[src/hsv2rgb_pkg.sv]
// Shared types and constants of the HSV to RGB converter.
package hsv2rgb_pkg;

   localparam logic [16:0] HUE_FULL    = 17'd92160;     // 360.0 degrees, Q9.8
   localparam logic [16:0] UNIT        = 17'd65536;     // 1.0 in Q1.16
   localparam logic [13:0] SECTOR_SPAN = 14'd15360;     // 60.0 degrees, Q9.8
   localparam logic [29:0] TERM_ONE    = 30'd1006632960; // UNIT * SECTOR_SPAN

   typedef enum logic [2:0] {
      SECTOR_0 = 3'd0,
      SECTOR_1 = 3'd1,
      SECTOR_2 = 3'd2,
      SECTOR_3 = 3'd3,
      SECTOR_4 = 3'd4,
      SECTOR_5 = 3'd5
   } sector_type;

   typedef struct packed {
      sector_type  sector;
      logic [13:0] rem;
      logic [16:0] sat;
      logic [16:0] val;
   } sect_stage_type;

   typedef struct packed {
      sector_type  sector;
      logic [16:0] val;
      logic [29:0] pn;
      logic [29:0] qn;
      logic [29:0] tn;
   } term_stage_type;

   typedef struct packed {
      sector_type  sector;
      logic [16:0] val;
      logic [46:0] pp;
      logic [46:0] pq;
      logic [46:0] pt;
   } prod_stage_type;

endpackage

[src/hsv2rgb_mult.sv]
// Stage 3: value times each term numerator.
module hsv2rgb_mult (
   input  logic                        clock,
   input  logic                        load,
   input  hsv2rgb_pkg::term_stage_type src,
   output hsv2rgb_pkg::prod_stage_type stage_ff
);

   hsv2rgb_pkg::prod_stage_type stage_in;

   always_comb begin
      stage_in.sector = src.sector;
      stage_in.val    = src.val;
      stage_in.pp     = {30'd0, src.val} * {17'd0, src.pn};
      stage_in.pq     = {30'd0, src.val} * {17'd0, src.qn};
      stage_in.pt     = {30'd0, src.val} * {17'd0, src.tn};
   end

   always_ff @(posedge clock) begin
      if (load) begin
         stage_ff <= stage_in;
      end
   end

endmodule

[config.mk]
export PLATFORM = sky130hd
export DESIGN_NAME = hsv2rgb_mult
export DESIGN_NICKNAME = d
export VERILOG_FILES = /design/src/hsv2rgb_pkg.sv /design/src/hsv2rgb_mult.sv
export SDC_FILE = /design/constraint.sdc
export NUM_CORES = 2
export LEC_CHECK = 0
export BUFFER_PORTS_ARGS = -buffer_cell sky130_fd_sc_hd__buf_2
export CORE_MARGIN = 2
export CORE_UTILIZATION = 44
export DETAILED_ROUTE_END_ITERATION = 6
export PLACE_DENSITY = 0.61
export SLEW_MARGIN = 20
export SYNTH_ARGS = -nofsm -noshare
export SYNTH_HDL_FRONTEND = slang
export SYNTH_SLANG_ARGS = --single-unit
[constraint.sdc]
create_clock -name clock -period 9.17 [get_ports clock]
set_clock_uncertainty 0.15 [all_clocks]
set_input_delay 0.917 -clock clock [delete_from_list [all_inputs] [get_ports clock]]
set_output_delay 0.917 -clock clock [all_outputs]
set_load 0.02 [all_outputs]
==> flow_summary.toml <==
[finish]
fill_cells = 11831
nets = 7708
final_common_cell = "inv_1"
area.sequential_um2 = 4835
drive_gt1_share_pct = 6.279
largest_register_ffs = 161
top_regs = "stage_ff (161)"
regMostFlops = "stage_ff"
multiInputGateArea_um2 = 41870
final_cell_area_um2 = 56960
syn_to_final_growth_pct = 6.332
layout_common_cells = "inv_1 (1,536), fa_1 (1,257), nand2_1 (1,017), and2_1 (604), ha_1 (363)"

[worst_setup_path]
criticalPathCategory = "in -> reg"
critical_path.max_fanout = 56
worstSetupEndpointType = "flip-flop"
arrival_ns = 7.98
cp.required_ns = 9.31
start_kind = "input pin"

[timing]
tightest_slew_ns = 0.9764
rsz0062_at_grt = "no"
min_period_ns = 7.835
period_share_pct = 85.44
slew_violations = 0
holdWs_ns = 0.3946
finalSetupViolCount = 0
max_freq_mhz = 127.6
slew_headroom_pct = 34.91
timing.final.ws_setup_ns = 1.335
hold_viol = 0
fin_tns_setup_ns = 0

[floorplan]
fp.coreArea_um2 = 121200
io_pins = 273
die_w_um = 352.9
dieArea_um2 = 124500
start_util_pct = 44.18
rows = 128
die-height_um = 352.9

[clock_network]
hold_buffers = 0
clkTransAtPathRegs_ns = 0.07
cts_max_level = 4
numCtsBuffers = 17
cts_setup_buffers = 0
cts_tree = "yes"
cts_sinks = 161
cts_root_buf = "clkbuf_16"
cts_resized = 0
cts.path.max_buffers = 2

[grt]
grt_antenna_before_repair = 3
grt_max_degree = 92
grt_pass1_vias = 41960
grt_overflow_total = 0
grt_pass1_wl_mm = 233.4
grt_usage_pct = 24.03

[detailed_routing]
vias_per_cell = 5.085
wl_met2_mm = 67.72
top_layer_used = "met4"
drt_iter0_markers = 2200
dr_wl_met3_mm = 8.995
dr.pass1.iters = 5
drt-met1-wl_mm = 62.98
drc = 0
vias = 38730
wl_per_cell_um = 18.80
wirelength_mm = 143.2
ant_nets = 0

[yosys]
netlist_instances = 5922
ys_async_sr_fraction_pct = 0
synth_ff_type = "edfxtp_1"
syn_avg_cell_area_um2 = 9.045
syn_nets = 7654
synth-seq-area-share_pct = 9.026
ys_ff_latch = 161
netlist_area_um2 = 53570
synth_edf_count = 161
ys_types = 62
yosysWarnings = 0

[placed_design]
placed_area_um2 = 56380
place_ws_ns = 0.8747
dp_hpwl_mm = 109.9
portBuffers = 272
gp_congestion = 0.9025

[hold_path]
holdPathStages = 1
hold_class = "in -> reg"
whs_endpoint = "stage_ff[160]$_DFFE_PP_"
min_from = "src[109]"

[run]
cap_violations = 0

[outcome]
status = "complete, no violations"
[how the worst max path moves through the flow]
stage	cells after the start	startpoint	slack, ns	end
detailed placement	22	src[96]	0.87	stage_ff[41]$_DFFE_PP_
global placement	23	src[96]	0.98	stage_ff[140]$_DFFE_PP_
global route	22	src[92]	1.15	stage_ff[140]$_DFFE_PP_
CTS	22	src[96]	1.49	stage_ff[41]$_DFFE_PP_
finish	20	src[92]	1.34	stage_ff[43]$_DFFE_PP_
floorplan	24	src[98]	1.96	stage_ff[140]$_DFFE_PP_
[synthesized netlist by cell type (all sizes together) (54+ instances only)]
cell type	number	area share [%]
o21ai	65	0.61
and2	604	7.1
nand2	1017	7.1
xnor2	91	1.5
a21oi	133	1.2
inv	1536	11
clkbuf	293	2.1
edfxtp	161	9.0
ha	363	8.5
a21o	75	1.1
fa	1257	47
nor2	54	0.38
[stage by stage]
step / util [%] / std cells
finish: 46.98 / 7617
global route: 46.98 / 7616
CTS: 46.97 / 7613
detailed placement: 46.50 / 7582
global placement: 46.50 / 7582
floorplan: - / 5922
[metal layers]
layer	up-vias	GRT usage [%]
li1	17272	-
met4	0	6.821
met3	189	3.695
met1	20045	33.42
met2	1224	39.10
met5	-	0
[cell type report]
type / instances / share of cell area (%)
clock inverters: 14 / 0.2548
repair buffers: 328 / 3.297
multi-input cells: 3932 / 73.50
well taps: 1625 / 3.570
inverters: 1536 / 10.12
diodes: 4 / 0.01757
flip-flops and latches: 161 / 8.488
clock buffers: 17 / 0.7469
[logic make-up (layout without fill, tap and decap cells)]
group                      Yosys count  after routing  synth area share [%]
buffers and inverters             1829           1895                 12.82
and+or+nand+nor                   1779           1779                 15.74
adders and majority gates         1620           1620                 55.46
AOI/OAI and AO/OA                  406            406                 4.882
DFF                                161            161                 9.026
xor gates and xnor gates           127            127                 2.077
other                                0              4                     0
[worst max-delay path: stages]
cell and delay, ns:
buf_4 0.64, buf_4 0.41, nand2_1 0.13, fa_1 0.53
fa_1 0.56, inv_1 0.07, fa_1 0.49, fa_1 0.51
fa_1 0.49, inv_1 0.05, fa_1 0.47, inv_1 0.05
ha_1 0.41, nand4_1 0.19, or4_1 0.60, a311oi_1 0.59
o21ai_0 0.20, o21ai_1 0.28, a31oi_1 0.15, xnor2_1 0.14
Power is left out: the tool's default activity adds up to more than one toggle a clock period on the data nets, which glitch-free logic cannot reach.
