File: config.mk
export PLATFORM = sky130hd
export DESIGN_NAME = hsv2rgb_terms
export DESIGN_NICKNAME = d
export VERILOG_FILES = /design/src/hsv2rgb_pkg.sv /design/src/hsv2rgb_terms.sv
export SDC_FILE = /design/constraint.sdc
export NUM_CORES = 1
export LEC_CHECK = 0
export BUFFER_PORTS_ARGS = -buffer_cell sky130_fd_sc_hd__buf_2
export CORE_UTILIZATION = 48
export CTS_BUF_LIST = sky130_fd_sc_hd__clkbuf_2
export DETAILED_ROUTE_END_ITERATION = 10
export GPL_ROUTABILITY_DRIVEN = 1
export GPL_TIMING_DRIVEN = 1
export PLACE_DENSITY_LB_ADDON = 0.25
export SLEW_MARGIN = 15
export SYNTH_ARGS = -nofsm -noshare
export SYNTH_HDL_FRONTEND = slang
export SYNTH_SLANG_ARGS = --single-unit
File: constraint.sdc
create_clock -name clock -period 19.27 [get_ports clock]
set_input_delay 1.927 -clock clock [delete_from_list [all_inputs] [get_ports clock]]
set_output_delay 1.927 -clock clock [all_outputs]
set_load 0.05 [all_outputs]
File: src/hsv2rgb_pkg.sv
// Shared types and constants of the HSV to RGB converter.
package hsv2rgb_pkg;

   localparam logic [16:0] HUE_FULL    = 17'd92160;     // 360.0 degrees, Q9.8
   localparam logic [16:0] UNIT        = 17'd65536;     // 1.0 in Q1.16
   localparam logic [13:0] SECTOR_SPAN = 14'd15360;     // 60.0 degrees, Q9.8
   localparam logic [29:0] TERM_ONE    = 30'd1006632960; // UNIT * SECTOR_SPAN

   typedef enum logic [2:0] {
      SECTOR_0 = 3'd0,
      SECTOR_1 = 3'd1,
      SECTOR_2 = 3'd2,
      SECTOR_3 = 3'd3,
      SECTOR_4 = 3'd4,
      SECTOR_5 = 3'd5
   } sector_type;

   typedef struct packed {
      sector_type  sector;
      logic [13:0] rem;
      logic [16:0] sat;
      logic [16:0] val;
   } sect_stage_type;

   typedef struct packed {
      sector_type  sector;
      logic [16:0] val;
      logic [29:0] pn;
      logic [29:0] qn;
      logic [29:0] tn;
   } term_stage_type;

   typedef struct packed {
      sector_type  sector;
      logic [16:0] val;
      logic [46:0] pp;
      logic [46:0] pq;
      logic [46:0] pt;
   } prod_stage_type;

endpackage

File: src/hsv2rgb_terms.sv
// Stage 2: numerators of p, q and t, scaled by UNIT * SECTOR_SPAN.
module hsv2rgb_terms (
   input  logic                        clock,
   input  logic                        load,
   input  hsv2rgb_pkg::sect_stage_type src,
   output hsv2rgb_pkg::term_stage_type stage_ff
);

   logic [16:0]                 one_minus_s;
   logic [13:0]                 rem_inv;
   logic [30:0]                 s_rem;
   logic [30:0]                 s_inv;
   logic [30:0]                 p_full;
   hsv2rgb_pkg::term_stage_type stage_in;

   always_comb begin
      one_minus_s = hsv2rgb_pkg::UNIT - src.sat;
      rem_inv     = hsv2rgb_pkg::SECTOR_SPAN - src.rem;
      s_rem       = {14'd0, src.sat} * {17'd0, src.rem};
      s_inv       = {14'd0, src.sat} * {17'd0, rem_inv};
      p_full      = {14'd0, one_minus_s} * {17'd0, hsv2rgb_pkg::SECTOR_SPAN};

      stage_in.sector = src.sector;
      stage_in.val    = src.val;
      stage_in.pn     = p_full[29:0];
      stage_in.qn     = hsv2rgb_pkg::TERM_ONE - s_rem[29:0];
      stage_in.tn     = hsv2rgb_pkg::TERM_ONE - s_inv[29:0];
   end

   always_ff @(posedge clock) begin
      if (load) begin
         stage_ff <= stage_in;
      end
   end

endmodule

==> flow_metrics.env <==
export IMPL_status="finished clean"
export IMPL_synth_edff_count=99
export IMPL_largest_reg_flops=99
export IMPL_cp_slowest_cell="xor2_2"
export IMPL_final_antenna_net_count=0
export IMPL_synth_distinct_cells=62
export IMPL_reg_top3="stage_ff: 99 flops"
export IMPL_wirelength_mm=47.7
export IMPL_synth_main_ff_cell="edfxtp_1"
export IMPL_drive_gt1_share_pct=8.58
export IMPL_dp_hpwl_mm=36.6
export IMPL_yosys_area_top_type_share_pct=37.3
export IMPL_grt_max_degree=66
export IMPL_core_um2=43500
export IMPL_placementRows=76
export IMPL_grt_pass1_vias=15900
export IMPL_grt_overflow=0
export IMPL_hold_viol_final=0
export IMPL_crit_top_cell="fa_1"
export IMPL_cp_top_family="adder cells"
export IMPL_vias_per_cell=5.23
export IMPL_drt_iter0_drc=598
export IMPL_io_pins=163
export IMPL_cp_arrival_ns=9.38
export IMPL_yosysSeqAreaShare_pct=13.9
export IMPL_dieArea_um2=45300
export IMPL_initial_core_util_pct=49.2
export IMPL_synth_async_reset_ratio_pct=0
export IMPL_yosysTopAreaCell="fa_1"
export IMPL_cap_viol_max_count=0
export IMPL_post_cts_setup_buffer_count=0
export IMPL_drtPass1Iterations=5
export IMPL_highest_layer="met4"
export IMPL_fill_cells=4017
export IMPL_path_class="in2reg"
export IMPL_ys_warnings_count=0
export IMPL_cp_start_kind="input pin"
export IMPL_seqCellArea_um2=2970
export IMPL_cts_tree="built"
export IMPL_endpoint_kind="flop"
export IMPL_cp_required_ns=19.83
export IMPL_cp_num_buf_inv=5
export IMPL_wl_met2_mm=24.4
export IMPL_die_y_um=213
export IMPL_fin_nets=2964
export IMPL_wl_per_cell_um=16.5
export IMPL_drcViolationCount=0
export IMPL_postCtsHoldBufs=0
export IMPL_clock_path_buffers=2
export IMPL_wl_met3_mm=1.83
export IMPL_htreeDepth=3
export IMPL_post_route_util_pct=52.1
export IMPL_vias=15100
export IMPL_worst_pin_slew_ns=0.944
export IMPL_synth_seq_cells=99
export IMPL_syn_cell_area_um2=21400
export IMPL_clk_pin_slew_worst_paths_ns=0.39
export IMPL_grt_use_total_pct=22.7
export IMPL_crit_fanout=19
export IMPL_rsz0062_at_grt="no"
export IMPL_grt_pass1_wl_mm=79.9
export IMPL_drt_met1_wl_mm=19.7
export IMPL_ctsRootBufferMaster="clkbuf_2"
export IMPL_hold_class="in2reg"
export IMPL_period_needed_ns=8.82
export IMPL_netlist_instances=2213
export IMPL_antenna_found_initial=3
export IMPL_finalSetupViolCount=0
export IMPL_cts_resized_gates=0
export IMPL_post_route_period_util_pct=45.8
export IMPL_largest_register="stage_ff"
export IMPL_numClockSinks=99
export IMPL_fp_dieW_um=213
export IMPL_slew_violations=0
export IMPL_syn_avg_cell_area_um2=9.65
export IMPL_worst_slew_margin_rel_pct=36.8
export IMPL_synth_area_leaders="fa_1 (37%), edfxtp_1 (14%), ha_1 (13%)"
export IMPL_slowest_delay_ns=0.64
export IMPL_tns_ns=0
export IMPL_portBuffers=152
export IMPL_timing_fmax_mhz=113
export IMPL_cts_buffers=9
export IMPL_area_delta_synth_final_pct=6.06
export IMPL_place_congestion=0.833
export IMPL_multi_input_area_um2=16100
[cell usage after synthesis (all sizes together) (7+ instances only)]
cell    number
inv        488
fa         398
and2       300
ha         223
nand2      195
edfxtp      99
clkbuf      85
xnor2       69
a21oi       50
nor2        50
xor2        26
nor3        23
o21ai       23
a21o        21
buf         20
o21a        18
nand3       17
nor4        10
and3         9
a31oi        7
or3          7
[layout by cell type (no fill, tap or decap), types with 3 or more instances in the layout]
master      n
a211oi_1    5
a21o_1     21
a21oi_1    49
a31oi_1     7
and2_1    300
and3_1      9
buf_2     151
buf_4      11
clkbuf_2    9
conb_1     10
diode_2     4
edfxtp_1   99
fa_1      398
ha_1      223
inv_1     488
inv_6       3
nand2_1   193
nand2b_1    6
nand3_1    16
nand3b_1    3
nand4_1     5
nor2_1     50
nor2b_1     6
nor3_1     22
nor4_1     10
o211ai_1    4
o21a_1     18
o21ai_0    22
o21bai_1    6
o31a_1      5
or2_2       4
or3_1       6
or4_1       3
xnor2_1    65
xnor2_2     4
xor2_1     24
[stage by stage]
| stage | hold slack (ns) | std cells | area [µm²] | worst slack [ns] |
|---|---|---|---|---|
| 4_1_cts | 1.19 | 2880 | 22600 | 10.60 |
| 3_5_place_dp | 2.11 | 2864 | 22500 | 9.72 |
| 3_3_place_gp | 2.10 | 2864 | 22500 | 9.85 |
| 2_1_floorplan | 2.03 | 2222 | 21400 | 10.70 |
| 5_1_grt | 1.19 | 2883 | 22700 | 10.18 |
| 6_report | 1.27 | 2884 | 22700 | 10.45 |
[metal layers]
metal  up-vias  track usage, %
met2       368            39.8
met5         -               0
li1       6861               -
met4         0            9.68
met3       103            2.13
met1      7739            28.5
[cells by family (layout without fill, tap and decap cells)]
group	after synthesis	in the layout	synth area share, %
multiplexers	2	2	0.0937
AO/OA/AOI/OAI	157	157	4.79
XOR/XNOR	95	95	4.07
flip-flops	99	99	13.9
buffers and inverters	593	666	10.7
adder cells (fa/ha/maj)	621	621	50.4
other	1	14	0.0176
AND/OR/NAND/NOR	645	645	16.0
[final timing paths]
check                 startpoint             to  slack [ns]  cells past startpoint
worst max-delay path     src[39]   stage_ff[23]       10.45                     27
worst min-delay path     src[12]  stage_ff[102]        1.27                      1
[area by class of cell]
class / instances / area share, %
Antenna cell: 4 / 0.0442
Clock buffer: 9 / 0.199
Clock inverter: 7 / 0.381
Inverter: 488 / 8.09
Multi-Input combinational cell: 1530 / 71.2
Sequential cell: 99 / 13.1
Tap cell: 585 / 3.23
Timing Repair Buffer: 162 / 3.70
Power is left out: the tool's default activity adds up to more than one toggle a clock period on the data nets, which glitch-free logic cannot reach.
