--- src/hsv2rgb_pkg.sv ---
// Shared types and constants of the HSV to RGB converter.
package hsv2rgb_pkg;

   localparam logic [16:0] HUE_FULL    = 17'd92160;     // 360.0 degrees, Q9.8
   localparam logic [16:0] UNIT        = 17'd65536;     // 1.0 in Q1.16
   localparam logic [13:0] SECTOR_SPAN = 14'd15360;     // 60.0 degrees, Q9.8
   localparam logic [29:0] TERM_ONE    = 30'd1006632960; // UNIT * SECTOR_SPAN

   typedef enum logic [2:0] {
      SECTOR_0 = 3'd0,
      SECTOR_1 = 3'd1,
      SECTOR_2 = 3'd2,
      SECTOR_3 = 3'd3,
      SECTOR_4 = 3'd4,
      SECTOR_5 = 3'd5
   } sector_type;

   typedef struct packed {
      sector_type  sector;
      logic [13:0] rem;
      logic [16:0] sat;
      logic [16:0] val;
   } sect_stage_type;

   typedef struct packed {
      sector_type  sector;
      logic [16:0] val;
      logic [29:0] pn;
      logic [29:0] qn;
      logic [29:0] tn;
   } term_stage_type;

   typedef struct packed {
      sector_type  sector;
      logic [16:0] val;
      logic [46:0] pp;
      logic [46:0] pq;
      logic [46:0] pt;
   } prod_stage_type;

endpackage

--- src/hsv2rgb_sector.sv ---
// Stage 1: clamp inputs, wrap hue, split hue into sector and remainder.
module hsv2rgb_sector (
   input  logic                        clock,
   input  logic                        load,
   input  logic [16:0]                 hue,
   input  logic [16:0]                 saturation,
   input  logic [16:0]                 brightness,
   output hsv2rgb_pkg::sect_stage_type stage_ff
);

   logic [16:0]                 hue_c;
   logic [16:0]                 base;
   hsv2rgb_pkg::sector_type     sector;
   hsv2rgb_pkg::sect_stage_type stage_in;

   always_comb begin
      // 360 degrees and anything above it fold to 0
      hue_c = (hue >= hsv2rgb_pkg::HUE_FULL) ? 17'd0 : hue;
      if (hue_c >= 17'd76800) begin
         sector = hsv2rgb_pkg::SECTOR_5;
         base   = 17'd76800;
      end else if (hue_c >= 17'd61440) begin
         sector = hsv2rgb_pkg::SECTOR_4;
         base   = 17'd61440;
      end else if (hue_c >= 17'd46080) begin
         sector = hsv2rgb_pkg::SECTOR_3;
         base   = 17'd46080;
      end else if (hue_c >= 17'd30720) begin
         sector = hsv2rgb_pkg::SECTOR_2;
         base   = 17'd30720;
      end else if (hue_c >= {3'd0, hsv2rgb_pkg::SECTOR_SPAN}) begin
         sector = hsv2rgb_pkg::SECTOR_1;
         base   = {3'd0, hsv2rgb_pkg::SECTOR_SPAN};
      end else begin
         sector = hsv2rgb_pkg::SECTOR_0;
         base   = 17'd0;
      end
      stage_in.sector = sector;
      stage_in.rem    = 14'(hue_c - base);
      stage_in.sat    = (saturation > hsv2rgb_pkg::UNIT) ? hsv2rgb_pkg::UNIT : saturation;
      stage_in.val    = (brightness > hsv2rgb_pkg::UNIT) ? hsv2rgb_pkg::UNIT : brightness;
   end

   always_ff @(posedge clock) begin
      if (load) begin
         stage_ff <= stage_in;
      end
   end

endmodule

--- config.mk ---
export PLATFORM = sky130hd
export DESIGN_NAME = hsv2rgb_sector
export DESIGN_NICKNAME = d
export VERILOG_FILES = /design/src/hsv2rgb_pkg.sv /design/src/hsv2rgb_sector.sv
export SDC_FILE = /design/constraint.sdc
export NUM_CORES = 1
export LEC_CHECK = 0
export BUFFER_PORTS_ARGS = -buffer_cell sky130_fd_sc_hd__buf_2
export CORE_ASPECT_RATIO = 0.7
export CORE_MARGIN = 2
export CORE_UTILIZATION = 46
export DETAILED_ROUTE_END_ITERATION = 8
export MAX_ROUTING_LAYER = met4
export PLACE_DENSITY = 0.89
export SYNTH_ARGS = -nofsm -noshare
export SYNTH_HDL_FRONTEND = slang
export SYNTH_SLANG_ARGS = --single-unit
--- constraint.sdc ---
create_clock -name clock -period 2.9 [get_ports clock]
set_input_delay 0.58 -clock clock [delete_from_list [all_inputs] [get_ports clock]]
set_output_delay 0.58 -clock clock [all_outputs]
set_load 0.02 [all_outputs]
==> metrics.md <==
| Metric | Value |
|---|---|
| Hold WC Path Type | in -> reg |
| Ys Warns | 0 |
| Total Routing Usage GR | 17.7% |
| Internal | 1250 uW |
| Final nets | 320 |
| Gate power share | 18.3% |
| Seq/Total Area, Yosys | 68.1% |
| Commonest non-fill, non-tap cell in the layout | buf_2 |
| Via Count | 1,647 |
| Overflow after GRT | 0 |
| Layout area overhead | 30.1% |
| Final wirelength | 4640 um |
| Synth area leaders | edfxtp_1 68%, nor2b_1 8.9%, and2_1 3.1%, nor4_1 2.5%, ha_1 1.7% |
| CTS clk-pin slew, worst paths | 0.08 ns |
| Max Transition Viols Final | 0 |
| Max FFs per register | 51 |
| Design Power | 1670 uW |
| Biggest register | stage_ff |
| Vias per inst | 4.95 |
| Starting density of the core | 47.3% |
| Startpoint types | input pin |
| Vias in the first global route | 1,571 |
| Synth area leader | edfxtp_1 |
| Die Y | 62.5 um |
| Fin Setup TNS | 0 ns |
| Io pins | 104 |
| Max cap viols | 0 |
| Initial DRC count | 84 |
| Syn_nets | 215 |
| Largest registers | stage_ff (51) |
| CTS Root Cell | clkbuf_8 |
| Drt wl/cell | 13.9 um |
| Layout cells sized above 1 | 44.7% |
| Cts-stage hold buffer count | 0 |
| Post-CTS Repair Setup Buffers | 0 |
| Share of power burned in registers | 54.1% |
| Synthesized flop and latch total | 51 |
| Design Area, Final | 0.00293 mm2 |
| N_diodes | 0 |
| Min Tclk post-route | 2.29 ns |
| Util after Layout | 61.5% |
| Die Area | 0.00547 mm2 |
| Normalized max-slew margin | 42.6% |
| Initial antenna violation count | 0 |
| CTS tree | yes |
| CP arrival | 2.31 ns |
| RSZ-0062 raised after global routing | false |
| RePlAce Congestion | 0.807 |
| Mapped cell area | 0.00225 mm2 |
| Synth unique cells | 33 |
| Max H-tree Level | 2 |
| PortBufs | 103 |
| FP Rows | 21 |
| Hold Violations, Final | 0 |
| Core footprint | 0.00476 mm2 |
| Clock Power Share | 27.6% |
| Syn Inst Count | 159 |
| Largest net degree at the start of global routing | 23 |
| Psw | 416 uW |
| Number of gates resized after cts | 0 |
| Die W | 87.6 um |
| Pwr dens | 570 mW/mm2 |
| Critical Path Sink Type | flip-flop |
| DRC | 0 |
| Period Utilization, post-route | 78.8% |
| TritonCTS Buffers | 5 |
| Crit-path max FO | 8 |
| Setup violators final | 0 |
| DRT Pass-1 Iters | 4 |
| Syn Area/Cell | 14.1 um2 |
| Max IR drop VDD | 0.445 mV |
| Clock buffer depth | 2 |
| Worst-Margin Slew | 0.850 ns |
| Net Sw Frac | 24.9% |
| Antenna Nets Post-Route | 0 |
| Pleak | 0.00120 uW |
| Maximum clock frequency | 438 MHz |
| CTS sink cnt | 51 |
| CP required | 2.93 ns |
| Outcome | finished, final reports clean |
| Most frequent cells in the layout | 103 x buf_2, 51 x edfxtp_1, 32 x nor2b_1 |
| First-pass GRT wire length | 7240 um |
| Synth top area share | 68.1% |
| WS Path Type | in -> reg |
| Post-DP Area | 0.00282 mm2 |
| DP HPWL | 3640 um |
-- through the flow --
| step | hold slack (ns) | worst slack [ns] | instances |
|---|---|---|---|
| floorplan | 0.692 | 0.534 | 159 |
| global placement | 0.861 | 0.459 | 326 |
| detailed placement | 0.858 | 0.296 | 326 |
| CTS | 0.551 | 0.610 | 333 |
| global route | 0.559 | 0.484 | 333 |
| finish | 0.564 | 0.614 | 333 |
-- final timing paths --
path / to / start / cells after the start
setup / recovery: stage_ff[47]$_DFFE_PP_ / hue[11] / 9
hold / removal: stage_ff[36]$_DFFE_PP_ / hue[2] / 2
-- synthesized netlist by cell type --
cell type  count
edfxtp_1      51
nor2b_1       32
and2_1        11
nor4_1         9
nor2_1         5
o21ai_0        5
clkbuf_1       4
inv_1          4
nand3_1        4
a21oi_1        3
ha_1           3
a21oi_2        2
a41oi_1        2
buf_6          2
nand2_1        2
nand4_1        2
xor2_1         2
a211oi_1       1
a21boi_0       1
a21o_1         1
a221oi_1       1
a32oi_2        1
buf_2          1
buf_4          1
maj3_1         1
maj3_2         1
nand3b_1       1
nor2_4         1
nor3b_1        1
o211a_1        1
o211a_4        1
o211ai_1       1
xnor2_1        1
-- final cells by class --
cell class	count	area [um2]
tap	69	86.3
clock inverter	1	30.0
sequential	51	1530
fill	377	1830
timing repair buffer	106	538
inverter	4	15.0
clock buffer	6	72.6
multi-input combinational	96	653
-- kinds of logic after synthesis --
| family | count (synthesis) | synth area share, % |
|---|---|---|
| xor+xnor | 3 | 1.17 |
| simple gates | 68 | 18.2 |
| fa+ha+maj | 5 | 2.61 |
| compound gates | 20 | 7.01 |
| buf+inv | 12 | 2.89 |
| flops | 51 | 68.1 |
-- power groups by stage --
stage	combinational, uW	sequential, uW	clock, uW
finish	305	903	461
global route	331	911	499
CTS	308	904	472
detailed placement	306	920	0
global placement	299	918	0
floorplan	84.9	1010	0
-- layer usage --
layer | share of wire, % | vias to the layer above | track usage [%]
met2 | 48 | 89 | 29.1
li1 | - | 798 | -
met5 | 0 | - | -
met1 | 42 | 756 | 21.9
met3 | 8.9 | 4 | 4.62
met4 | 0.99 | 0 | 4.42
-- critical path, stage by stage --
cell and delay, ns:
buf_2 0.15, o211a_4 0.27, o21ai_0 0.47, nand2_1 0.13
ha_1 0.22, inv_1 0.08, maj3_2 0.19, a21oi_2 0.06
xor2_1 0.17
Note: power is estimated with default switching activity, not from simulation.
