### src/hsv2rgb_pkg.sv
// Shared types and constants of the HSV to RGB converter.
package hsv2rgb_pkg;

   localparam logic [16:0] HUE_FULL    = 17'd92160;     // 360.0 degrees, Q9.8
   localparam logic [16:0] UNIT        = 17'd65536;     // 1.0 in Q1.16
   localparam logic [13:0] SECTOR_SPAN = 14'd15360;     // 60.0 degrees, Q9.8
   localparam logic [29:0] TERM_ONE    = 30'd1006632960; // UNIT * SECTOR_SPAN

   typedef enum logic [2:0] {
      SECTOR_0 = 3'd0,
      SECTOR_1 = 3'd1,
      SECTOR_2 = 3'd2,
      SECTOR_3 = 3'd3,
      SECTOR_4 = 3'd4,
      SECTOR_5 = 3'd5
   } sector_type;

   typedef struct packed {
      sector_type  sector;
      logic [13:0] rem;
      logic [16:0] sat;
      logic [16:0] val;
   } sect_stage_type;

   typedef struct packed {
      sector_type  sector;
      logic [16:0] val;
      logic [29:0] pn;
      logic [29:0] qn;
      logic [29:0] tn;
   } term_stage_type;

   typedef struct packed {
      sector_type  sector;
      logic [16:0] val;
      logic [46:0] pp;
      logic [46:0] pq;
      logic [46:0] pt;
   } prod_stage_type;

endpackage

### src/hsv2rgb_route.sv
// Stage 4: scale to 8-bit channels, route by sector, pack the colour.
module hsv2rgb_route (
   input  logic                        clock,
   input  logic                        load,
   input  hsv2rgb_pkg::prod_stage_type src,
   output logic [23:0]                 color_ff
);

   // 255 / (UNIT^2 * SECTOR_SPAN) reduces to 17 / 2^42, so scaling is exact
   function automatic logic [7:0] chan_level(input logic [46:0] prod);
      logic [51:0] ext;
      logic [51:0] sum;
      ext = {5'd0, prod};
      sum = (ext << 4) + ext;
      return sum[49:42];
   endfunction

   logic [24:0] v_scaled;
   logic [7:0]  vc;
   logic [7:0]  pc;
   logic [7:0]  qc;
   logic [7:0]  tc;
   logic [23:0] color_in;

   always_comb begin
      v_scaled = {8'd0, src.val} * 25'd255;
      vc       = v_scaled[23:16];
      pc       = chan_level(src.pp);
      qc       = chan_level(src.pq);
      tc       = chan_level(src.pt);
      case (src.sector)
         hsv2rgb_pkg::SECTOR_0: color_in = {vc, tc, pc};
         hsv2rgb_pkg::SECTOR_1: color_in = {qc, vc, pc};
         hsv2rgb_pkg::SECTOR_2: color_in = {pc, vc, tc};
         hsv2rgb_pkg::SECTOR_3: color_in = {pc, qc, vc};
         hsv2rgb_pkg::SECTOR_4: color_in = {tc, pc, vc};
         default:               color_in = {vc, pc, qc};
      endcase
   end

   always_ff @(posedge clock) begin
      if (load) begin
         color_ff <= color_in;
      end
   end

endmodule

### config.mk
export PLATFORM = sky130hd
export DESIGN_NAME = hsv2rgb_route
export DESIGN_NICKNAME = d
export VERILOG_FILES = /design/src/hsv2rgb_pkg.sv /design/src/hsv2rgb_route.sv
export SDC_FILE = /design/constraint.sdc
export NUM_CORES = 1
export LEC_CHECK = 0
export BUFFER_PORTS_ARGS = -buffer_cell sky130_fd_sc_hd__buf_2
export CAP_MARGIN = 20
export CORE_MARGIN = 2
export CORE_UTILIZATION = 52
export CTS_CLUSTER_SIZE = 28
export DETAILED_ROUTE_END_ITERATION = 8
export HOLD_SLACK_MARGIN = 0.03
export PLACE_DENSITY = 0.79
export SLEW_MARGIN = 20
export SYNTH_ARGS = -nofsm -noshare
export SYNTH_HDL_FRONTEND = slang
export SYNTH_SLANG_ARGS = --single-unit
### constraint.sdc
create_clock -name clock -period 5.85 [get_ports clock]
set_clock_uncertainty 0.15 [all_clocks]
set_input_delay 0.8775 -clock clock [delete_from_list [all_inputs] [get_ports clock]]
set_output_delay 0.8775 -clock clock [all_outputs]
set_load 0.005 [all_outputs]
==> results of run 1 <==
==> final timing paths <==
path / from / endpoint / depth (start not counted)
worst max-delay path: src[146] / color_ff[4] / 19
worst min-delay path: src[139] / color_ff[15] / 3
==> cell type report <==
cell class | instances | area share [%]
Multi-Input combinational cell | 910 | 74.5
Tap cell | 220 | 2.68
Clock inverter | 1 | 0.292
Inverter | 136 | 4.97
Sequential cell | 24 | 7.02
Antenna cell | 1 | 0.0244
Clock buffer | 3 | 0.731
Timing Repair Buffer | 196 | 9.79
==> worst max-delay path: stages <==
cell      delay, ns
buf_2          0.08
inv_1          0.11
fa_1           0.63
inv_1          0.08
fa_1           0.48
fa_1           0.50
inv_1          0.05
fa_1           0.48
inv_1          0.04
ha_1           0.30
a21oi_1        0.15
o21ai_0        0.20
a22oi_4        0.21
a31oi_4        0.13
and2_1         0.20
or4_4          0.58
a32o_1         0.25
nand2_1        0.06
and4bb_1       0.19
==> layout by cell type (no fill, tap or decap), types with 9 or more instances in the layout <==
cell type  count
buf_2        186
ha_1         165
inv_1        136
a21oi_1       96
nand2_1       79
fa_1          74
o21ai_0       63
nor2_1        59
nand3_1       42
a21o_1        32
edfxtp_1      24
a211oi_1      23
nand4_1       22
nor3_1        21
a31oi_1       17
o211ai_1      15
o21a_1        13
xor2_1        11
xnor2_1       11
and3_1        10
and2_1        10
buf_4         10
nor2b_1        9
==> cell families (layout without fill, tap and decap cells) <==
logic type | after synthesis | count (layout) | share of synthesized area, %
buffers and inverters | 158 | 336 | 6.64
DFF | 24 | 24 | 8.05
muxes | 8 | 8 | 0.922
and+or+nand+nor | 296 | 296 | 16.7
AOI/OAI and AO/OA | 344 | 344 | 25.8
xor gates and xnor gates | 23 | 23 | 2.25
adders and majority gates | 239 | 239 | 39.6
other | 0 | 1 | 0
==> per-layer routing <==
| layer | global-route usage, % | up-vias | share of wire [%] |
|---|---|---|---|
| li1 | - | 4406 | - |
| met1 | 34.0 | 3992 | 44 |
| met2 | 43.4 | 304 | 46 |
| met3 | 2.92 | 38 | 6.9 |
| met4 | 7.29 | 0 | 2.5 |
| met5 | 0 | - | 0 |
==> synth_stat cells, types with 5 or more instances <==
cell / n
and3_1: 10
and2_1: 10
xor2_1: 11
o21bai_1: 5
xnor2_1: 12
mux2i_1: 6
a211oi_1: 23
edfxtp_1: 24
clkbuf_1: 21
a21o_1: 32
a21oi_1: 96
o31ai_1: 7
o21ai_0: 63
nor2_1: 59
nor4_1: 6
or3_1: 7
nand2_1: 79
nor2b_1: 9
o22ai_1: 6
nor3_1: 21
nand4_1: 22
fa_1: 74
inv_1: 136
o21a_1: 13
o211ai_1: 15
ha_1: 165
a31oi_1: 17
nand3_1: 42
o221ai_1: 6
nand3b_1: 6
==> per-stage QoR <==
stage	setup WS [ns]	setup TNS (ns)	utilization (%)	power, mW
after floorplan	0.272	0	-	2.32
after global placement	0.0392	0	60.8	2.98
after detailed placement	-0.0775	-0.242	60.8	3.06
after CTS	0.178	0	61.4	3.28
after global routing	0.0199	0	61.5	3.68
final	0.238	0	61.5	3.31
==> what timing repair did <==
item / in CTS / in global routing
hold buffers: 0 / 0
resized for setup: 0 / 3
setup endpoints to repair: 0 / 4
==> power by group through the flow <==
stage | sequential, mW | clock [mW] | combinational [mW]
detailed placement | 0.330 | 0 | 2.73
finish | 0.323 | 0.203 | 2.78
global placement | 0.330 | 0 | 2.65
global route | 0.330 | 0.209 | 3.14
floorplan | 0.321 | 0 | 2.00
CTS | 0.326 | 0.202 | 2.75
==> impl_results.md, run 1 <==
* Cell count after synthesis at 1092
* Number of buffers between clock root and the deepest sink at 2
* Data required time at the worst endpoint at 5.84 ns
* Slew headroom at 34.7%
* Portion of the clock cycle consumed by the worst path in the final layout at 95.9%
* Nets at 1673
* Drt wl/cell at 15.4 um
* Final routed DRC violation total at 0
* Nature of the critical path endpoint: flop
* Tightest Pin Transition at 0.976 ns
* Critical-path maximum fanout at 5
* Clock group share of total power at 6.1%
* Result of the run: complete, no violations
* Buffers inserted by post-CTS timing repair at 0
* Number of optimization iterations in the first detailed-route pass at 5
* Switching Power at 1.65 mW
* Max-cap violations at 0
* GRT Resource Usage Total at 25.4%
* Total number of vias at 8740
* Final setup violation count at 0
* Hold Violations, Final at 0
* Syn avg cell area at 8.20 sq um
* Largest net degree at the start of global routing at 38
* Die extent in x at 135 um
* Share of final-layout standard cells stronger than drive strength 1 at 18.0%
* Cell area after layout at 10300 sq um
* Worst Hold Margin at 0.954 ns
* Peak supply drop at 0.316 mV
* Crit path DAT at 5.60 ns
* Register clock-pin slew on the reported worst setup and hold paths at 0.07 ns
* Number of top-level pins at 187
* Clock buffer count from CTS at 3
* Clock tree root buffer cell: clkbuf_16
* Number of clock sinks at 24
* Reported leakage power at 5.07 nW
* Combinational Power Share at 84.1%
* Detail Route Antenna Nets at 0
* Switching portion of total power at 50.0%
* Number of antenna violations at the first check in global routing at 1
* Placed Cells incl. Taps at 1486
* Initial standard-cell utilization of the core at 53.6%
* Post-synthesis sequential area ratio at 8.05%
* Buffers added on ports at 186
* Routability cong. at 0.933
* FF/Latch Area at 721 sq um
* Leading register cell type out of synthesis: edfxtp_1
* CTS H-Tree Depth at 1
* Cell type contributing the most total cell area after synthesis: ha_1
* Critical setup path kind: in2reg
* GRT overflow at 0
* Share of power burned in registers at 9.8%
* Via count of the first global-routing pass at 8570
* Clock tree from TritonCTS: built
* Overall die area at 18300 sq um
* Worst hold-check path type: in2reg
* Highest clock frequency the design can meet at 0.178 GHz
* Vertical die dimension at 135 um
* Via/cell ratio at 5.86
* Wire length of the first global-routing pass at 38800 um
* Largest register FFs at 24
* Share of async-settable or async-resettable flops after synthesis at 0%
* Yosys warnings at 0
* FP Rows at 47
* Largest regs: color_ff: 24 flops
* Area of combinational cells with multiple inputs at 7650 sq um
* WL final at 23000 um
* Proportion of netlist area held by the largest area contributor at 23.1%
* Clock period minus final worst setup slack at 5.61 ns
* Layout fillers at 1468
* Final HPWL from detailed placement at 20200 um
* Final-report max-slew violation count at 0
* Post-synth EDFFs at 24
* RSZ-0062 raised after global routing: no
* Growth of design area from synthesis to finish at 14.7%
* Critical Path Start Type: input port
* Synthesized net count at 1494
* Number of DRC violations after detailed-routing iteration 0 at 445
* Top register by number of flip-flops: color_ff
* #FFs+latches synth at 24
* Combined area of all synthesized cells at 8950 sq um
* Yosys cell types at 77
* Final instance count without filler cells at 1491
* Cell area power density at 322 nW/um^2
* Internal power consumption at 1.66 mW
* Placed cell areas at 10200 sq um
* Dominant cells by area after synthesis: ha_1 (23%), fa_1 (17%), edfxtp_1 (8.0%), inv_1 (5.7%), a21oi_1 (5.4%)
* CORE AREA at 16700 sq um
(Power assumes the default switching activity.)
==> run 2: changes to the inputs <==
--- a/config.mk
+++ b/config.mk
@@ -7,12 +7,15 @@
 export LEC_CHECK = 0
 export BUFFER_PORTS_ARGS = -buffer_cell sky130_fd_sc_hd__buf_2
 export CAP_MARGIN = 20
+export CORE_ASPECT_RATIO = 0.8
 export CORE_MARGIN = 2
 export CORE_UTILIZATION = 52
 export CTS_CLUSTER_SIZE = 28
 export DETAILED_ROUTE_END_ITERATION = 8
+export GPL_TIMING_DRIVEN = 1
 export HOLD_SLACK_MARGIN = 0.03
 export PLACE_DENSITY = 0.79
+export SKIP_CTS_REPAIR_TIMING = 1
 export SLEW_MARGIN = 20
 export SYNTH_ARGS = -nofsm -noshare
 export SYNTH_HDL_FRONTEND = slang
==> run 2 against run 1 <==
  * Sequential share of layout area barely moved
  * Sequential power fell by 3%
  * Wire length rose by 1.3%
  * Setup slack got worse by 0.012 ns
  * Flip-flop and latch count did not move
  * Global-route usage barely moved
  * Count of clock-buffer cells in the layout did not move
  * Combinational power rose by 3%
  * Critical path depth did not move
  * Final cell count did not move
  * First-iteration DRC count rose by 37%
  * Largest cell class unchanged
==> impl_results.md, run 2 (synthesis gave the netlist of run 1 again) <==
* FF/Latch Area at 721 sq um
* Critical path buffers and inverters at 5
* Wire length of the first global-routing pass at 38600 um
* Largest net degree at the start of global routing at 38
* Routability cong. at 0.952
* Worst Hold Margin at 0.990 ns
* Number of buffers between clock root and the deepest sink at 2
* Detail Route Antenna Nets at 0
* Slowest stage cell, crit path: or4_4
* Final setup violation count at 0
* Hold worst-path end: color_ff[21]
* Via count of the first global-routing pass at 8340
* Critical-path maximum fanout at 6
* Worst hold-check path type: in2reg
* Final worst setup slack at 0.227 ns
* Combinational Power Share at 84.8%
* Initial standard-cell utilization of the core at 53.6%
* Critical setup path kind: in2reg
* Die extent in x at 151 um
* Count of antenna diodes in the layout at 0
* Number of DRC violations after detailed-routing iteration 0 at 611
* Slew headroom at 34.0%
* RSZ-0062 raised after global routing: no
* Tightest Pin Transition at 0.977 ns
* Fin util at 61.5%
* Final instance count without filler cells at 1491
* Max-cap violations at 0
* Peak supply drop at 0.360 mV
* Number of top-level pins at 187
* Data required time at the worst endpoint at 5.84 ns
* Final-report max-slew violation count at 0
* Area of combinational cells with multiple inputs at 7650 sq um
* Layout fillers at 1501
* GRT met2 Usage at 39.9%
* Portion of the clock cycle consumed by the worst path in the final layout at 96.1%
* Largest stage delay on the critical path at 0.56 ns
* Number of optimization iterations in the first detailed-route pass at 5
* Clock buffer count from CTS at 3
* Drt wl/cell at 15.6 um
* Cell area power density at 326 nW/um^2
* Growth of design area from synthesis to finish at 14.8%
* Kind of cell adding the most delay to the critical path: adder cells
* Number of clock sinks at 24
* Switching portion of total power at 50.1%
* Internal power consumption at 1.67 mW
* Clock tree from TritonCTS: built
* Startpoint of the tightest hold check path: load
* Register clock-pin slew on the reported worst setup and hold paths at 0.07 ns
* Result of the run: complete, no violations
* Reported leakage power at 5.07 nW
* Post-placement worst setup slack at -0.0972 ns
* Buffers added on ports at 186
* Commonest cells after routing, fill and taps aside: buf_2 (186), ha_1 (165), inv_1 (136), a21oi_1 (96), nand2_1 (79)
* Most common library cell in the layout ignoring fill and taps: buf_2
* Number of antenna violations at the first check in global routing at 0
* FP Rows at 42
* Largest register FFs at 24
* Placed Cells incl. Taps at 1487
* M1 GR Usage at 37.8%
* Critical path, cell by cell: buf_2, inv_1, fa_1, fa_1, inv_1, fa_1, inv_1, fa_1, inv_1, ha_1, nand4_2, nor3_2, o211ai_2, a31oi_4, nor3_1, or4_4, a32o_1, nand2_1, and4bb_1
* CORE AREA at 16700 sq um
* Top register by number of flip-flops: color_ff
* Highest clock frequency the design can meet at 0.178 GHz
* Clock tree root buffer cell: clkbuf_16
* Nets at 1674
* Via/cell ratio at 5.94
* Clock period minus final worst setup slack at 5.62 ns
* Final routed DRC violation total at 0
* WL final at 23300 um
* Largest regs: color_ff: 24 flops
* GRT overflow at 0
* Overall die area at 18300 sq um
* Number of cells on the worst hold path at 1
* Critical Path Start Type: input port
* Hold Violations, Final at 0
* Share of power burned in registers at 9.3%
* Nature of the critical path endpoint: flop
* Crit path DAT at 5.61 ns
* Grt peak-use layer: met2
* CTS H-Tree Depth at 1
* Total number of vias at 8850
* Clock group share of total power at 5.9%
* Share of final-layout standard cells stronger than drive strength 1 at 18.0%
* Switching Power at 1.68 mW
* M3 GR Usage at 3.27%
* GRT Resource Usage Total at 25.4%
* Final HPWL from detailed placement at 20300 um
* Vertical die dimension at 121 um
run 2: through the flow:
stage	TNS (ns)	instance area [sq um]	total power [mW]
global placement	0	10200	3.00
finish	0	10300	3.35
floorplan	0	8950	2.32
CTS	0	10300	3.30
detailed placement	-0.267	10200	3.08
global route	0	10300	3.73
run 2: layer usage:
metal  part of all wire [%]  vias up
met5                      0        -
met4                    1.5        0
met3                    7.9       28
met2                     44      336
met1                     47     4083
li1                       -     4403
run 2: final cells by class:
cell class                      count  share of cell area (%)
Clock inverter                      1                   0.292
Tap cell                          220                    2.68
Inverter                          136                    4.97
Clock buffer                        3                   0.730
Timing Repair Buffer              197                    9.86
Multi-Input combinational cell    910                    74.5
Sequential cell                    24                    7.01
run 2: worst max-delay path by stage:
stage                     startpoint            to  slack, ns  depth (start not counted)
after detailed placement    src[146]  color_ff[15]       -0.1                         19
after floorplan             src[147]  color_ff[23]       0.27                         18
after global routing        src[147]   color_ff[4]      0.004                         19
after CTS                   src[146]  color_ff[15]       0.17                         19
final                       src[146]   color_ff[4]       0.23                         19
after global placement      src[146]  color_ff[23]       0.06                         19
run 2: power by group through the flow:
stage	combinational (mW)	clock (mW)	sequential, mW
2_1_floorplan	2.00	0	0.321
3_3_place_gp	2.69	0	0.316
3_5_place_dp	2.76	0	0.317
4_1_cts	2.79	0.197	0.313
5_1_grt	3.20	0.206	0.320
6_report	2.85	0.196	0.312
